## config.mk

```make
export PLATFORM = sky130hd
export DESIGN_NAME = wsd_age_cmp
export DESIGN_NICKNAME = d
export VERILOG_FILES = /design/src/rtl/wsd_pkg.sv /design/src/rtl/wsd_age_cmp.sv
export SDC_FILE = /design/constraint.sdc
export NUM_CORES = 1
export LEC_CHECK = 0
export ABC_CLOCK_PERIOD_IN_PS = 4870
export BUFFER_PORTS_ARGS = -buffer_cell sky130_fd_sc_hd__buf_2
export CORE_MARGIN = 5
export CORE_UTILIZATION = 40
export DETAILED_ROUTE_END_ITERATION = 8
export GPL_ROUTABILITY_DRIVEN = 0
export GPL_TIMING_DRIVEN = 0
export PLACE_DENSITY = 0.66
export SETUP_SLACK_MARGIN = 0.3
export SLEW_MARGIN = 10
export SYNTH_ARGS = -nofsm -noshare
export SYNTH_HDL_FRONTEND = slang
export SYNTH_SLANG_ARGS = --single-unit
```

## constraint.sdc

```tcl
create_clock -name vclk -period 4.87
set_input_delay 0.2435 -clock vclk [all_inputs]
set_output_delay 0.2435 -clock vclk [all_outputs]
set_load 0.1 [all_outputs]
```

## src/rtl/wsd_pkg.sv

```systemverilog
// Package for the windowed standstill detector: sizes, codes, state type,
// compare-unit structs and ring index helper. No dependencies.
`default_nettype none

package wsd_pkg;

  localparam int DEPTH = 64;
  localparam int PTR_W = $clog2(DEPTH);
  localparam int CNT_W = $clog2(DEPTH + 1);
  localparam int XW    = CNT_W + 1;   // holds ring sums up to 2*DEPTH-1

  localparam int TIME_W = 48;
  localparam int VEL_W  = 24;
  localparam int REG_W  = 32;
  localparam int SQ_W   = 2 * VEL_W;
  localparam int AGE_W  = TIME_W + 1;
  localparam int CIDX_W = 4;

  localparam int AXES  = 3;
  localparam int AX_W  = 2;

  localparam logic ACT_ADD   = 1'b0;
  localparam logic ACT_QUERY = 1'b1;

  localparam logic [CIDX_W-1:0] CFG_WINDOW = CIDX_W'(0);
  localparam logic [CIDX_W-1:0] CFG_LIMIT  = CIDX_W'(1);

  typedef enum logic [3:0] {
    ST_IDLE,
    ST_MUL,
    ST_MACC,
    ST_WRITE,
    ST_PR_RD,
    ST_PR_CMP,
    ST_QO_RD,
    ST_QO_CMP,
    ST_Q_RD,
    ST_Q_CMP,
    ST_DONE
  } state_t;

  typedef struct packed {
    logic [TIME_W-1:0] now_us;
    logic [TIME_W-1:0] stamp_us;
    logic [REG_W-1:0]  thr_us;
  } age_req_t;

  typedef struct packed {
    logic gt;   // age >  threshold
    logic ge;   // age >= threshold
  } age_res_t;

  // Reduce a value below 2*DEPTH to a ring index.
  function automatic logic [PTR_W-1:0] wrap_idx(input logic [XW-1:0] v);
    logic [XW-1:0] r;
    r = (v >= XW'(DEPTH)) ? (v - XW'(DEPTH)) : v;
    return r[PTR_W-1:0];
  endfunction

endpackage

`default_nettype wire

```

## src/rtl/wsd_age_cmp.sv

```systemverilog
// Shared age unit: signed age = now - stamp, compared against a threshold.
// Depends on wsd_pkg.
`default_nettype none

module wsd_age_cmp (
  input  wire wsd_pkg::age_req_t req,
  output      wsd_pkg::age_res_t res
);

  logic signed [wsd_pkg::AGE_W-1:0] age;
  logic signed [wsd_pkg::AGE_W-1:0] thr;

  assign age = signed'({1'b0, req.now_us}) - signed'({1'b0, req.stamp_us});
  assign thr = signed'(wsd_pkg::AGE_W'(req.thr_us));

  assign res.gt = (age > thr);
  assign res.ge = (age >= thr);

endmodule

`default_nettype wire

```

== Yosys cells after proc, flatten, opt, wreduce, memory -nomap -nowiden ==
Index checks and enable logic that the tools add are counted.

* Register bits after elaboration: 0
* Output and inout port bits: 2
* Bits of input ports: 128
* Logic and storage cells: 3

* $add $sub $neg: 1
* Order comparisons: 2

{| class="wikitable"
|+ Operators by type and width
! operator !! number
|-
| 49-bit by 33-bit >= comparator with 1-bit output || 1
|-
| 49-bit by 33-bit greater-than comparator with 1-bit output || 1
|-
| 48-bit by 48-bit subtractor with 49-bit output || 1
|}

== Longest topological paths before layout ==
* Depth after elaboration: 2
* Depth in mapped cells: 22

== Worst setup path after synthesis ==
Ideal clock, no wire load.

* Kind: input-to-output
* Start point: in req[34] (netlist name)
* End point: out res[1] (netlist name)
* Data arrival time: 4.788 ns
* Stages on the path: 18
* Required time: 4.627 ns
* Path slack: -0.161 ns
* Buffers on the path: 0
* Cell sequence: inv_1 ha_1 nor2b_1 o31a_2 o211a_1 o31ai_2 a211oi_2 or2_2 xor2_1 ha_1 a21o_1 a21o_1 a21oi_1 o21ai_0 nor2_1 a21oi_1 o31ai_1 a31oi_1

{| class="wikitable"
|+ RTL lines
! element !! line !! RTL
|-
| from (decl) || wsd_age_cmp.sv:6 || <nowiki>input wire wsd_pkg::age_req_t req,</nowiki>
|-
| to (decl) || wsd_age_cmp.sv:7 || <nowiki>output wsd_pkg::age_res_t res</nowiki>
|}

==> results.sh <==
export IMPL_cts_setup_buffers=0
export IMPL_setup_violations_final=0
export IMPL_slew_violations=0
export IMPL_die_x_um=113
export IMPL_critical_path_class="in2out"
export IMPL_synth_yosys_seq_area_share=0
export IMPL_setup_tns_ns=0
export IMPL_ir_drop_mv=0.0594
export IMPL_min_path_cells=5
export IMPL_hp_class="in2out"
export IMPL_drt_wirelength_per_cell_um=14.0
export IMPL_syn_area_per_cell_um2=6.66
export IMPL_post_route_min_period_ns=4.36
export IMPL_synth_top_family_by_area="compound AO/OA/AOI/OAI gates"
export IMPL_initialDrtViolationCount=272
export IMPL_seq_area_um2=0
export IMPL_grt_pass1_vias=4761
export IMPL_startpoint_type="primary input"
export IMPL_final_clkbuf_count=0
export IMPL_grt_overflow=0
export IMPL_synthesis_area_um2=4270
export IMPL_yosys_warnings=0
export IMPL_firstDrtPassIters=5
export IMPL_critPathCaptureType="output pin"
export IMPL_cp_max_fo=4
export IMPL_synth_compound_area_frac=0.323
export IMPL_coreArea_um2=10400
export IMPL_timing_fmax_ghz=0.229
export IMPL_slew_headroom=0.627
export IMPL_status="complete, no violations"
export IMPL_diodes=0
export IMPL_min_period_over_period=0.896
export IMPL_drive_above_1_share=0.239
export IMPL_crit_chain="buf_2 -> inv_1 -> ha_1 -> nor2b_1 -> o31a_2 -> o211a_1 -> o31ai_4 -> nand2_1 -> xor2_2 -> ha_1 -> a21o_1 -> a21o_1 -> a21oi_1 -> nor2b_1 -> o21ai_0 -> a21oi_1 -> or3_2 -> a21oi_2 -> a31oi_2 -> buf_6"
export IMPL_vias=4945
export IMPL_io_pins=130
export IMPL_die_height_um=113
export IMPL_synth_cell_types=70
export IMPL_fin_ws_ns=0.507
export IMPL_max_cap_viol_count=0
export IMPL_rsz0062_at_grt="false"
export IMPL_nNetsFinal=982
export IMPL_synth_simple_area_share=0.234
export IMPL_cellPowerDensity_nw_per_um2=139
export IMPL_grt_max_degree=11
export IMPL_antenna_found_initial=0
export IMPL_slowest_stage="or3_2"
export IMPL_routed_wl_mm=12.7
export IMPL_avgViaCountPerCell=5.45
export IMPL_io_buffers=130
export IMPL_whs_ns=1.27
export IMPL_rows=37
export IMPL_grt_first_pass_wirelength_mm=21.1
export IMPL_dieArea_um2=12800
export IMPL_grt_use_total=0.189
export IMPL_netlist_instances=641
export IMPL_start_util=0.412
export IMPL_synth_xor_area_share=0.0738
export IMPL_power_leakage_nw=2.70
export IMPL_hold_viol_final=0
export IMPL_design_seq_count=0
export IMPL_slowest_delay_ns=0.43
export IMPL_synth_fa_ha_area_frac=0.239
export IMPL_detail_route_antenna_nets=0
export IMPL_muxShareOfSynthArea=0.00703
export IMPL_syn_nets=850
export IMPL_synthToLayoutAreaGrowth_pct=20.3
export IMPL_dpl_hpwl_mm=11.3
export IMPL_cp_arrival_ns=4.12
export IMPL_drc=0
export IMPL_cp_required_ns=4.63
export IMPL_tightestPinTransition_ns=0.553
export IMPL_place_worst_setup_slack_ns=0.399
layer usage:
metal	wire [µm]	track usage
met5	0	0
met4	116	0.0176
met3	1020	0.0209
met2	5440	0.309
met1	6110	0.275
repair_timing:
action,4_1_cts,5_1_grt
hold buffers,0,0
setup endpoints to repair,0,2
resized for setup,0,10
critical path: cells and delay by family:
| family | cells | cell delay (ns) |
|---|---|---|
| compound gates | 10 | 1.96 |
| simple gates | 4 | 0.79 |
| fa+ha+maj | 2 | 0.64 |
| buf+inv | 3 | 0.33 |
| xor+xnor | 1 | 0.16 |
area by class of cell:
type                       count  area [µm²]
buffer                        26         194
fill                        1085        5230
inverter                      88         330
multi-input combinational    527        3780
tap                          136         170
timing repair buffer         130         659
path summary, 6_finish.rpt:
kind,start,endpoint,slack [ns]
worst max-delay path,req[34],res[0],0.51
worst min-delay path,req[127],res[0],1.27
cell families after synthesis:
family	Yosys count
XOR/XNOR	36
adder cells (fa/ha/maj)	81
buffers and inverters	114
multiplexers	3
AO/OA/AOI/OAI	208
AND/OR/NAND/NOR	199
cells in the mapped netlist, types with 3 or more instances:
library cell,count,share of area
inv_1,88,0.077
ha_1,80,0.23
a21oi_1,67,0.079
nand2_1,64,0.056
nor2_1,42,0.037
o21ai_0,41,0.048
nand4_1,29,0.042
xnor2_1,23,0.047
a21o_1,18,0.032
o21a_1,16,0.028
xor2_1,13,0.027
nor3_1,11,0.013
buf_2,9,0.011
a21oi_2,8,0.016
buf_6,8,0.021
nand3_1,8,0.0094
nor2b_1,8,0.012
a31oi_1,6,0.0088
and2_1,6,0.0088
o211ai_1,6,0.011
and4_1,5,0.010
nand2b_1,5,0.0073
a211oi_1,4,0.0070
clkbuf_1,4,0.0035
o21bai_1,4,0.0070
o22ai_1,4,0.0059
and3_1,3,0.0044
mux2i_1,3,0.0070
o211a_1,3,0.0070
o21ai_1,3,0.0035
o31ai_1,3,0.0053
or2_2,3,0.0044
or3_1,3,0.0044
metrics by stage:
stage          power [mW]  utilization  instance area (µm²)  instances
2_1_floorplan       0.521            -                 4280        641
3_3_place_gp        0.682        0.492                 5100        907
3_5_place_dp        0.700        0.492                 5100        907
4_1_cts             0.704        0.492                 5100        907
5_1_grt             0.805        0.495                 5140        907
6_report            0.716        0.495                 5140        907
cells in the final DEF, fill, tap and decap left out, types with 8 or more instances in the layout:
cell type / n
buf_2: 137
inv_1: 88
ha_1: 80
a21oi_1: 65
nand2_1: 64
nor2_1: 42
o21ai_0: 39
nand4_1: 29
xnor2_1: 23
a21o_1: 18
o21a_1: 16
xor2_1: 12
nor3_1: 11
a21oi_2: 10
buf_6: 9
nor2b_1: 8
nand3_1: 8
where the power goes:
part	internal, mW	switching, mW	leakage, nW
combinational	0.306	0.410	2.70
sequential	0	0	0
clock	0	0	0
total	0.306	0.410	2.70
(Power assumes the default switching activity.)
