==> src/rtl/wsd_ram.sv <==
// Generic simple dual-port RAM: one write port, one registered read port.
// No dependencies.
`default_nettype none

module wsd_ram #(
  parameter int W = 8,
  parameter int D = 16
) (
  input  wire logic                 clk,
  input  wire logic                 we,
  input  wire logic [$clog2(D)-1:0] waddr,
  input  wire logic [W-1:0]         wdata,
  input  wire logic [$clog2(D)-1:0] raddr,
  output      logic [W-1:0]         rdata
);

  logic [W-1:0] mem [D];

  always_ff @(posedge clk) begin
    if (we) begin
      mem[waddr] <= wdata;
    end
    rdata <= mem[raddr];
  end

endmodule

`default_nettype wire

==> config.mk <==
export PLATFORM = sky130hd
export DESIGN_NAME = wsd_ram
export DESIGN_NICKNAME = d
export VERILOG_FILES = /design/src/rtl/wsd_ram.sv
export SDC_FILE = /design/constraint.sdc
export NUM_CORES = 1
export LEC_CHECK = 0
export BUFFER_PORTS_ARGS = -buffer_cell sky130_fd_sc_hd__buf_2
export CORE_UTILIZATION = 50
export DETAILED_ROUTE_END_ITERATION = 16
export PLACE_DENSITY = 0.74
export SLEW_MARGIN = 20
export SYNTH_ARGS = -nofsm -noshare
export SYNTH_HDL_FRONTEND = slang
export SYNTH_SLANG_ARGS = --single-unit
==> constraint.sdc <==
create_clock -name clk -period 1.76 [get_ports clk]
set_input_delay 0.352 -clock clk [delete_from_list [all_inputs] [get_ports clk]]
set_output_delay 0.352 -clock clk [all_outputs]
set_load 0.01 [all_outputs]
Word level (Yosys, flattened, before mapping)
Memory sizes are Yosys's and may differ from the RTL's. A register that Yosys moved wholly into a read port is not among the register bits.
Cells that the tools add are included.
{"block": "classes", "muxes": 2}
{"op": "1-bit 2-to-1 mux", "n": 2}
{"block": "word_totals", "regBits": 0, "mem_bits_rw": 128, "in_bits": 18, "out_inout_bits": 8, "mem_count": 1}
{"memory": "mem", "depth": 16, "word_bits": 8, "read_ports": 1, "rd_ports_with_merged_regs": 1, "wr": 1, "line_no": "17", "source": "logic [W-1:0] mem [D];"}

Depth between registers and ports, before layout
Gate-level depths: netlist of run 1.
{"block": "depth", "depth_word": 2, "mapped_depth": 5}

Worst setup path after synthesis of run 1
Ideal clock, no wire load.
{"block": "synth_timing", "path_kind": "in2reg", "from": "in waddr[2]", "to": "mem mem[0][0], enable pin", "setup_time_ns": 0.383, "t_arrival_ns": 1.462, "required_ns": 1.377, "setup_slack_ns": -0.085, "cell_stages": 2, "path_cell_list": "or3b_2 -> nor3_1"}
{"element": "start: declaration", "line_no": "11", "source": "input wire logic [$clog2(D)-1:0] waddr,"}
{"element": "end: declaration", "line_no": "17"}
Straight into the memory's write port.

==> metrics.md, run 1 <==
| Metric | Value |
|---|---|
| Tot GR Track Use | `21.4%` |
| Fin. max-slew vios | `0` |
| Starting Density | `52.2%` |
| Flop pwr share | `48.6%` |
| M3 GR Usage | `6.25%` |
| P_sw | `0.00156 W` |
| Finished Layout Cells | `435` |
| Post-DP HPWL | `6270 um` |
| Worst Setup SP | `mem[9][4]` |
| Multi-input logic area | `1060 um^2` |
| P_int | `0.00594 W` |
| Pwr per Cell Area | `1210 nW/um^2` |
| First-pass GRT wire length | `15000 um` |
| CTS root buf | `clkbuf_8` |
| Worst-margin pin slew | `0.843 ns` |
| Die Y | `103 um` |
| Area delta synth->final | `20.0%` |
| Status | `finished, final reports clean` |
| Share of cells above drive strength 1 | `33.4%` |
| Place WS | `-0.00814 ns` |
| Synthesized area per cell | `22.5 um^2` |
| Cells after Synth | `229` |
| Clock power share | `46.7%` |
| Final WL | `10000 um` |
| Syn_nets | `247` |
| Most frequent cells after synthesis | `128 x edfxtp_1, 18 x mux4_2, 16 x a22oi_1, 14 x mux4_1, 13 x nor2_1` |
| Syn Std Cell Area | `5150 um^2` |
| Synth area leader | `edfxtp_1` |
| Gate power share | `4.7%` |
| Inst Count DP | `403` |
| Io pins | `26` |
| Max-cap violations | `0` |
| Placed Area | `5590 um^2` |
| Distinct cells, synth | `19` |
| GR peak layer | `met2` |
| Post-synth EDFFs | `128` |
| Drt via density | `5.68` |
| Clk_skew | `0.00719 ns` |
| Die Span X | `103 um` |
| CTS Buf Count | `17` |
| Hold_sp | `wdata[0]` |
| Hold WC Path Type | `in -> reg` |
| CP Class | `reg -> reg` |
| Yosys reg bits | `136` |
| Final hold vios | `0` |
| Seq/Total Area, Yosys | `77.8%` |
| Flip-flop and latch area | `4000 um^2` |
| Met1 Use GR | `28.3%` |
| Crit path time final | `1.40 ns` |
| Largest net degree at the start of global routing | `19` |
| LEAKAGE | `2.13 nW` |
| Drt first pass iters | `5` |
| Vias | `2470` |
| Worst setup SP type | `flip-flop` |
| Worst-skew pair later-pin latency | `0.51 ns` |
| FF-to-FF setup slack | `0.36 ns` |
| Final setup violation count | `0` |
| Count leader, synth | `edfxtp_1` |
| CTS Sinks | `136` |
| Clk buf depth | `2` |
| Peak supply drop | `0.000787 V` |
| Post-route cell area | `6180 um^2` |
| Initial antenna violation count | `0` |
| Reg clk slew, reported paths | `0.06 ns` |
| Ys flop type | `edfxtp_1` |
| CTS H-Tree Depth | `4` |
| Die ar. | `10700 um^2` |
| Worst path max stage delay | `0.51 ns` |
| Switch share | `20.8%` |
| Tcrit/Tclk final | `79.6%` |
| WL/cell | `23.0 um` |
| Share of the synthesized area in the top cell type | `74.7%` |
| Site row count | `36` |
| DRC viols | `0` |
| Synth area leaders | `edfxtp_1 75%, mux4_2 7.9%, mux4_1 7.1%` |
| Final Util | `62.6%` |
| CP arrival | `1.78 ns` |
| GP Congestion | `0.802` |
| Met2 Resource Use GR | `33.4%` |
| Post_cts resized | `0` |
| Post-CTS Hold Buffers | `0` |
| Global route total overflow | `0` |
| Crit path max fanout | `1` |
| Number of global-route vias before repair | `2554` |
| Data required, critical path | `2.14 ns` |
| DRT iter0 DRCs | `225` |
| CP cell instances | `mux4_1 -> a22oi_1 -> nand2_1` |
| Number of fill cells | `647` |
| Hold Crit Depth | `1` |
| RSZ-0062 raised after global routing | `false` |
| Hold EP | `mem[2][0]` |
| Nets | `307` |
| CP endpoint kind | `flip-flop` |
| Reg-to-Reg Start | `mem[9][4]` |
| Fmax | `0.714 GHz` |
| Relative slew slack | `43.6%` |
| Cell count along the critical path | `3` |
| Worst Slack Setup Final | `0.359 ns` |
| Post-CTS Setup Bufs | `0` |
| CTS tree | `built` |
| Core area | `9860 um^2` |
| Synth warn | `0` |
| Buf/Inv on CP | `0` |
| Overall power | `0.00750 W` |
| # diodes | `0` |
| Worst r2r path cells | `3` |
| Reg-to-Reg End | `rdata[4]` |
| Crit path max-delay family | `multiplexers` |
| Fraction of registers with async set/reset | `0%` |
| ANT nets after route | `0` |
| Buffers on Ports | `25` |
| Slowest CP cell | `mux4_1` |
[cells by family (layout without fill, tap and decap cells)]
logic type | Yosys count | count (layout) | share of synthesized area, %
flops | 136 | 136 | 77.8
simple gates | 35 | 35 | 3.18
mux | 32 | 32 | 15.0
compound gates | 16 | 16 | 2.33
buf+inv | 10 | 83 | 1.68
[cell usage in the layout (no fill, tap or decap)]
| master | synthesis | final |
|---|---|---|
| edfxtp_1 | 128 | 128 |
| buf_2 | 3 | 25 |
| buf_4 | 1 | 23 |
| mux4_2 | 18 | 18 |
| a22oi_1 | 16 | 16 |
| clkbuf_16 | 0 | 16 |
| mux4_1 | 14 | 14 |
| nor2_1 | 13 | 13 |
| nand2_1 | 9 | 9 |
| dfxtp_1 | 8 | 8 |
| inv_6 | 0 | 4 |
| nor3_1 | 4 | 3 |
| bufinv_16 | 0 | 3 |
| clkinvlp_4 | 0 | 3 |
| buf_12 | 0 | 3 |
| nand3b_1 | 2 | 2 |
| nand2b_1 | 2 | 2 |
| clkinv_2 | 0 | 2 |
| nor2b_1 | 1 | 1 |
| and2_1 | 1 | 1 |
| and2b_1 | 1 | 1 |
| nand3_1 | 1 | 1 |
| or3b_2 | 1 | 1 |
| nor3_2 | 0 | 1 |
| clkbuf_8 | 0 | 1 |
| clkinv_1 | 0 | 1 |
| clkinv_4 | 0 | 1 |
| clkbuf_1 | 0 | 1 |
[per-layer routing]
metal	wire length (um)	up-vias	part of all wire (%)
met5	0	-	0
met4	80	0	0.80
met3	826	7	8.2
met2	5000	103	50
met1	4110	1268	41
li1	-	1092	-
[worst reg2reg max path: cells and delay by family (launching register included)]
kind,cells,cell delay (ns)
muxes,1,0.51
and+or+nand+nor,1,0.08
AOI/OAI and AO/OA,1,0.34
DFF,1,0.35
[flip-flops by register name (all words and copies together), names as in the netlist]
signal	cells
mem	128
rdata	8
[worst max-delay path by stage]
| stage | slack (ns) | endpoint |
|---|---|---|
| floorplan | 0.14 | mem[3][0] |
| global placement | -0.006 | rdata[4] |
| global route | 0.32 | rdata[6] |
| finish | 0.36 | rdata[4] |
| detailed placement | -0.008 | rdata[4] |
| CTS | 0.35 | rdata[4] |
[final cells by class]
type                            count  share of cell area [%]
Sequential cell                   136                    64.8
Multi-Input combinational cell     83                    17.2
Clock buffer                       18                    6.76
Timing Repair Buffer               51                    5.79
Clock inverter                     14                    2.75
Tap cell                          133                    2.69
[per-stage QoR]
stage,TNS [ns],hold slack (ns)
after CTS,0,0.214
after detailed placement,-0.00814,0.666
final,0,0.228
after floorplan,0,0.451
after global routing,0,0.211
after global placement,-0.00570,0.656
[power by group through the flow]
stage,Combinational [W],Sequential (W),Clock [W]
floorplan,0.000184,0.00371,0
detailed placement,0.000352,0.00371,0
global route,0.000382,0.00365,0.00369
finish,0.000351,0.00365,0.00351
global placement,0.000342,0.00371,0
CTS,0.000357,0.00365,0.00354
Note: power is estimated with default switching activity, not from simulation.
==> run 2, diff against run 1 <==
--- a/config.mk
+++ b/config.mk
@@ -8,7 +8,7 @@
 export BUFFER_PORTS_ARGS = -buffer_cell sky130_fd_sc_hd__buf_2
 export CORE_UTILIZATION = 50
 export DETAILED_ROUTE_END_ITERATION = 16
-export PLACE_DENSITY = 0.74
+export PLACE_DENSITY = 0.71
 export SLEW_MARGIN = 20
 export SYNTH_ARGS = -nofsm -noshare
 export SYNTH_HDL_FRONTEND = slang
==> constraint.sdc (replaced) <==
create_clock -name clk -period 1.4 [get_ports clk]
set_input_delay 0.28 -clock clk [delete_from_list [all_inputs] [get_ports clk]]
set_output_delay 0.28 -clock clk [all_outputs]
set_load 0.01 [all_outputs]
==> metrics.md, run 2 (same netlist as run 1, synthesis figures left out) <==
| Metric | Value |
|---|---|
| Number of global-route vias before repair | `2479 (-2.9%)` |
| Global route total overflow | `0 (unchanged)` |
| Max Used Layer | `met4` |
| Max-cap violations | `0 (unchanged)` |
| Tcrit/Tclk final | `94.1% (+14 points)` |
| Nets | `312 (+1.6%)` |
| CP arrival | `1.71 ns (-0.07 ns)` |
| Drt via density | `5.54 (-2.5%)` |
| CTS root buf | `clkbuf_8` |
| Pwr per Cell Area | `1440 nW/um^2 (+19%)` |
| Place WS | `-0.266 ns (-0.258 ns)` |
| Clk_skew | `0.00737 ns (+0.000183 ns)` |
| Reg clk slew, reported paths | `0.06 ns (about the same)` |
| Commonest non-fill, non-tap cell in the layout | `edfxtp_1` |
| First-pass GRT wire length | `13600 um (-9.1%)` |
| CTS H-Tree Depth | `4 (unchanged)` |
| Worst Slack Setup Final | `0.0828 ns (-0.276 ns)` |
| Crit path time final | `1.32 ns (-0.0836 ns)` |
| Hold_sp | `wdata[4]` |
| Worst-skew pair later-pin latency | `0.51 ns (about the same)` |
| ANT nets after route | `0 (unchanged)` |
| Status | `finished, final reports clean` |
| Crit path max fanout | `1 (unchanged)` |
| DRT met1 WL | `4030 um (-2.2%)` |
| Site row count | `36 (unchanged)` |
| RSZ-0062 raised after global routing | `false` |
| Peak supply drop | `0.00106 V (+35%)` |
| Final hold vios | `0 (unchanged)` |
| Starting Density | `52.2% (unchanged)` |
| Relative slew slack | `49.9% (+6.3 points)` |
| Worst setup SP type | `flip-flop` |
| Vias | `2436 (-1.4%)` |
| Worst r2r path cells | `3 (unchanged)` |
| Post-CTS Setup Bufs | `0 (unchanged)` |
| Final Util | `63.5% (+0.86 points)` |
| CP Class | `reg -> reg` |
| Max FFs per register | `128 (unchanged)` |
| Data required, critical path | `1.79 ns (-0.35 ns)` |
| Hold slack | `0.149 ns (-0.0790 ns)` |
| CTS Buf Count | `17 (unchanged)` |
| Clk buf depth | `2 (unchanged)` |
| LEAKAGE | `2.16 nW (+1.6%)` |
| CTS tree | `built` |
| Fin. max-slew vios | `0 (unchanged)` |
| Reg-to-Reg End | `rdata[0]` |
| Drt first pass iters | `4 (-1)` |
| Fmax | `0.759 GHz (+6.4%)` |
| Post-DP HPWL | `6010 um (-4.0%)` |
| Core area | `9860 um^2 (unchanged)` |
| Most frequent cells in the layout | `128 x edfxtp_1, 25 x buf_2, 24 x buf_4` |
| Die Y | `103 um (unchanged)` |
| Largest net degree at the start of global routing | `17 (-2)` |
| CTS Sinks | `136 (unchanged)` |
| Final setup violation count | `0 (unchanged)` |
| Met3 routed WL | `359 um (-57%)` |
| DRT iter0 DRCs | `115 (-49%)` |
| Io pins | `26 (unchanged)` |
| Initial antenna violation count | `0 (unchanged)` |
| Top flop regs | `mem (128), rdata (8)` |
| DRC viols | `0 (unchanged)` |
| Hold Crit Depth | `1 (unchanged)` |
| Worst-margin pin slew | `0.750 ns (-0.0934 ns)` |
| Tot GR Track Use | `18.9% (-2.4 points)` |
| Share of cells above drive strength 1 | `37.1% (+3.7 points)` |
| Die ar. | `10700 um^2 (unchanged)` |
| Hold EP | `mem[4][4]` |
| Buffers on Ports | `25 (unchanged)` |
| WL/cell | `20.5 um (-11%)` |
| FF-to-FF setup slack | `0.08 ns (-0.28 ns)` |
| Hold WC Path Type | `in -> reg` |
| GP Congestion | `0.780 (-2.8%)` |
| Area delta synth->final | `21.7%` |
| Die Span X | `103 um (unchanged)` |
| Top reg by flops | `mem` |
| WL met2 | `4490 um (-10%)` |
| # diodes | `0 (unchanged)` |
| CP endpoint kind | `flip-flop` |
| Final WL | `9030 um (-9.9%)` |
| Post-CTS Hold Buffers | `0 (unchanged)` |
| Reg-to-Reg Start | `mem[1][0]` |
[run 2: where the power goes]
part	switching, W	total, W	internal, W
logic	0.000250	0.000464	0.000214
registers	0.0000264	0.00458	0.00455
clock network	0.00154	0.00397	0.00243
[run 2: timing repair]
item	CTS	global route
endpoints found under the setup margin	0	2
gates resized for setup	0	2
endpoints found under the hold margin	0	0
[run 2: metal layers]
layer	track usage, %	up-vias
li1	-	1104
met1	25.3	1249
met2	30.5	72
met3	3.83	11
met4	8.45	0
met5	0	-
[run 2: how the worst max path moves through the flow]
stage / slack (ns) / from / end
2_1_floorplan: -0.02 / raddr[0] / rdata[1]
6_report: 0.08 / mem[1][0] / rdata[0]
3_5_place_dp: -0.27 / raddr[0] / rdata[0]
5_1_grt: 0.005 / mem[1][0] / rdata[0]
3_3_place_gp: -0.25 / raddr[0] / rdata[0]
4_1_cts: 0.05 / mem[5][1] / rdata[1]
[run 2: area by class of cell]
type,instances,area (um^2)
well taps,133,166
multi-input cells,83,1100
flip-flops and latches,136,4000
fillers,661,3600
clock inverters,12,104
clock buffers,20,445
repair buffers,56,445
[run 2: metrics by stage]
stage	setup TNS [ns]	cells	instance area (um^2)	power, W
floorplan	-0.0929	229	5190	0.00491
global placement	-3.52	408	5700	0.00511
detailed placement	-4.91	408	5700	0.00513
CTS	0	440	6250	0.00908
global route	0	440	6260	0.00929
finish	0	440	6260	0.00902
[run 2: worst max-delay path: stages (launching register included)]
cell and delay (ns):
edfxtp_1 0.35, mux4_1 0.50, a22oi_1 0.28, nand2_1 0.08
==> run 3, diff against run 2 <==
--- a/config.mk
+++ b/config.mk
@@ -6,8 +6,10 @@
 export NUM_CORES = 1
 export LEC_CHECK = 0
 export BUFFER_PORTS_ARGS = -buffer_cell sky130_fd_sc_hd__buf_2
+export CORE_ASPECT_RATIO = 1.75
 export CORE_UTILIZATION = 50
 export DETAILED_ROUTE_END_ITERATION = 16
+export GPL_TIMING_DRIVEN = 0
 export PLACE_DENSITY = 0.71
 export SLEW_MARGIN = 20
 export SYNTH_ARGS = -nofsm -noshare
==> metrics.md, run 3 (same netlist as run 1, synthesis figures left out) <==
| Metric | Value |
|---|---|
| Final TNS setup | `0 ns (unchanged)` |
| CTS Sinks | `136 (unchanged)` |
| Share of cells above drive strength 1 | `32.3% (-4.9 points)` |
| Tcrit/Tclk final | `97.0% (+2.9 points)` |
| Crit path max-delay family | `multiplexers` |
| DRC viols | `0 (unchanged)` |
| CTS root buf | `clkbuf_16` |
| Fin. max-slew vios | `0 (unchanged)` |
| Most frequent cells in the layout | `128 x edfxtp_1, 27 x buf_2, 21 x mux4_2` |
| Drt first pass iters | `4 (unchanged)` |
| Multi-input logic area | `1110 um^2 (+0.80%)` |
| Starting Density | `51.9% (-0.24 points)` |
| Post-CTS Hold Buffers | `0 (unchanged)` |
| Commonest non-fill, non-tap cell in the layout | `edfxtp_1` |
| Post-CTS Setup Bufs | `0 (unchanged)` |
| Number of global-route vias before repair | `2479 (unchanged)` |
| Relative slew slack | `45.9% (-4.0 points)` |
| Reg-to-Reg End | `rdata[0]` |
| # diodes | `0 (unchanged)` |
| Tot GR Track Use | `20.9% (+2.0 points)` |
| GP Congestion | `0.849 (+8.9%)` |
| Io pins | `26 (unchanged)` |
| Site row count | `48 (+33%)` |
| Area delta synth->final | `18.0%` |
| Worst path max stage delay | `0.56 ns (+0.06 ns)` |
| Crit path time final | `1.36 ns (+0.0404 ns)` |
| CTS tree | `built` |
| Core area | `9910 um^2 (+0.46%)` |
| Crit path max fanout | `1 (unchanged)` |
| Placed Area | `5470 um^2 (-4.1%)` |
| Hold_sp | `wdata[5]` |
| Worst setup SP type | `flip-flop` |
| Buf/Inv on CP | `0 (unchanged)` |
| Die ar. | `10700 um^2 (+0.15%)` |
| Final WL | `9950 um (+10%)` |
| Slowest CP cell | `mux4_1` |
| Data required, critical path | `1.69 ns (-0.10 ns)` |
| First-pass GRT wire length | `14800 um (+8.4%)` |
| Status | `finished, final reports clean` |
| Fmax | `0.737 GHz (-3.0%)` |
| Post-route cell area | `6070 um^2 (-3.0%)` |
| Worst r2r path cells | `3 (unchanged)` |
| Reg clk slew, reported paths | `0.06 ns (about the same)` |
| ANT nets after route | `0 (unchanged)` |
| Hold WC Path Type | `in -> reg` |
| Nets | `290 (-7.1%)` |
| CP endpoint kind | `flip-flop` |
| Die Y | `136 um (+32%)` |
| DRT iter0 DRCs | `163 (+42%)` |
| Buffers on Ports | `24 (-4.0%)` |
| Max FFs per register | `128 (unchanged)` |
| Drt via density | `5.91 (+6.8%)` |
| Top flop regs | `mem (128), rdata (8)` |
| Clk_skew | `0.00663 ns (-0.000744 ns)` |
| CTS H-Tree Depth | `4 (unchanged)` |
| Reg-to-Reg Start | `mem[1][0]` |
| Initial antenna violation count | `0 (unchanged)` |
| CP Class | `reg -> reg` |
| Hold EP | `mem[6][5]` |
| CP arrival | `1.65 ns (-0.06 ns)` |
| WL/cell | `24.3 um (+18%)` |
| Final setup violation count | `0 (unchanged)` |
| Worst-skew pair later-pin latency | `0.41 ns (-0.10 ns)` |
| Top reg by flops | `mem` |
| Peak supply drop | `0.000932 V (-12%)` |
| Number of fill cells | `710 (+7.4%)` |
| Flip-flop and latch area | `4000 um^2 (unchanged)` |
| Largest net degree at the start of global routing | `17 (unchanged)` |
| Pwr per Cell Area | `1570 nW/um^2 (+9.2%)` |
| Worst-margin pin slew | `0.809 ns (+0.0591 ns)` |
| Final hold vios | `0 (unchanged)` |
| Hold slack | `0.277 ns (+0.128 ns)` |
| CP cell instances | `mux4_1 -> a22oi_2 -> nand2_1` |
| LEAKAGE | `2.02 nW (-6.2%)` |
| Die Span X | `78.7 um (-24%)` |
| Clk buf depth | `2 (unchanged)` |
| Hold Crit Depth | `1 (unchanged)` |
| Global route total overflow | `0 (unchanged)` |
| CTS Buf Count | `17 (unchanged)` |
| RSZ-0062 raised after global routing | `false` |
| FF-to-FF setup slack | `0.04 ns (-0.04 ns)` |
| Max-cap violations | `0 (unchanged)` |
| Vias | `2424 (-0.49%)` |
| Post-DP HPWL | `6330 um (+5.3%)` |
## run 3: cell count changes in the layout (fill, tap and decap cells not counted), sizes merged
cell,before,now
clkdlybuf4s25,0,3
clkinvlp,3,1
clkinv,8,7
bufinv,1,4
buf,56,31
## run 3: how the worst max path moves through the flow
stage | from | end | slack, ns | depth (start not counted)
3_3_place_gp | we | mem[12][1] | -0.58 | 3
6_report | mem[1][0] | rdata[0] | 0.04 | 3
5_1_grt | mem[7][7] | rdata[7] | 0.001 | 3
2_1_floorplan | raddr[0] | rdata[1] | -0.02 | 5
4_1_cts | mem[2][2] | rdata[2] | 0.002 | 3
3_5_place_dp | waddr[1] | mem[13][1] | -0.35 | 3
## run 3: what timing repair did
item	CTS	global route
gates resized for setup	3	5
endpoints found under the setup margin	2	4
pin swaps	0	0
## run 3: layer usage
layer,wire (um),vias to the layer above,GRT usage (%)
met4,176,0,9.67
li1,-,1052,-
met1,3730,1269,24.7
met5,0,-,0
met3,608,15,6.31
met2,5440,88,34.9
## run 3: layout make-up
cell class | instances | share of cell area, %
tap | 125 | 2.57
buffer | 10 | 1.54
multi-input combinational | 83 | 18.2
timing repair buffer | 24 | 1.98
clock inverter | 12 | 2.57
clock buffer | 20 | 7.19
sequential | 136 | 65.9
## run 3: stage by stage
step           total power [W]  cells  util (%)  setup slack, ns
6_report               0.00955    410      61.3           0.0424
5_1_grt                0.00979    410      61.3          0.00146
4_1_cts                0.00958    410      61.2          0.00236
3_5_place_dp           0.00512    378      55.2           -0.355
3_3_place_gp           0.00510    378      55.1           -0.584
2_1_floorplan          0.00491    229         -          -0.0165
## run 3: where the power goes
part	total (W)	internal, W	leakage, nW	switching [W]
sequential	0.00458	0.00455	1.22	0.0000212
clock	0.00451	0.00294	0.285	0.00157
combinational	0.000462	0.000191	0.516	0.000272
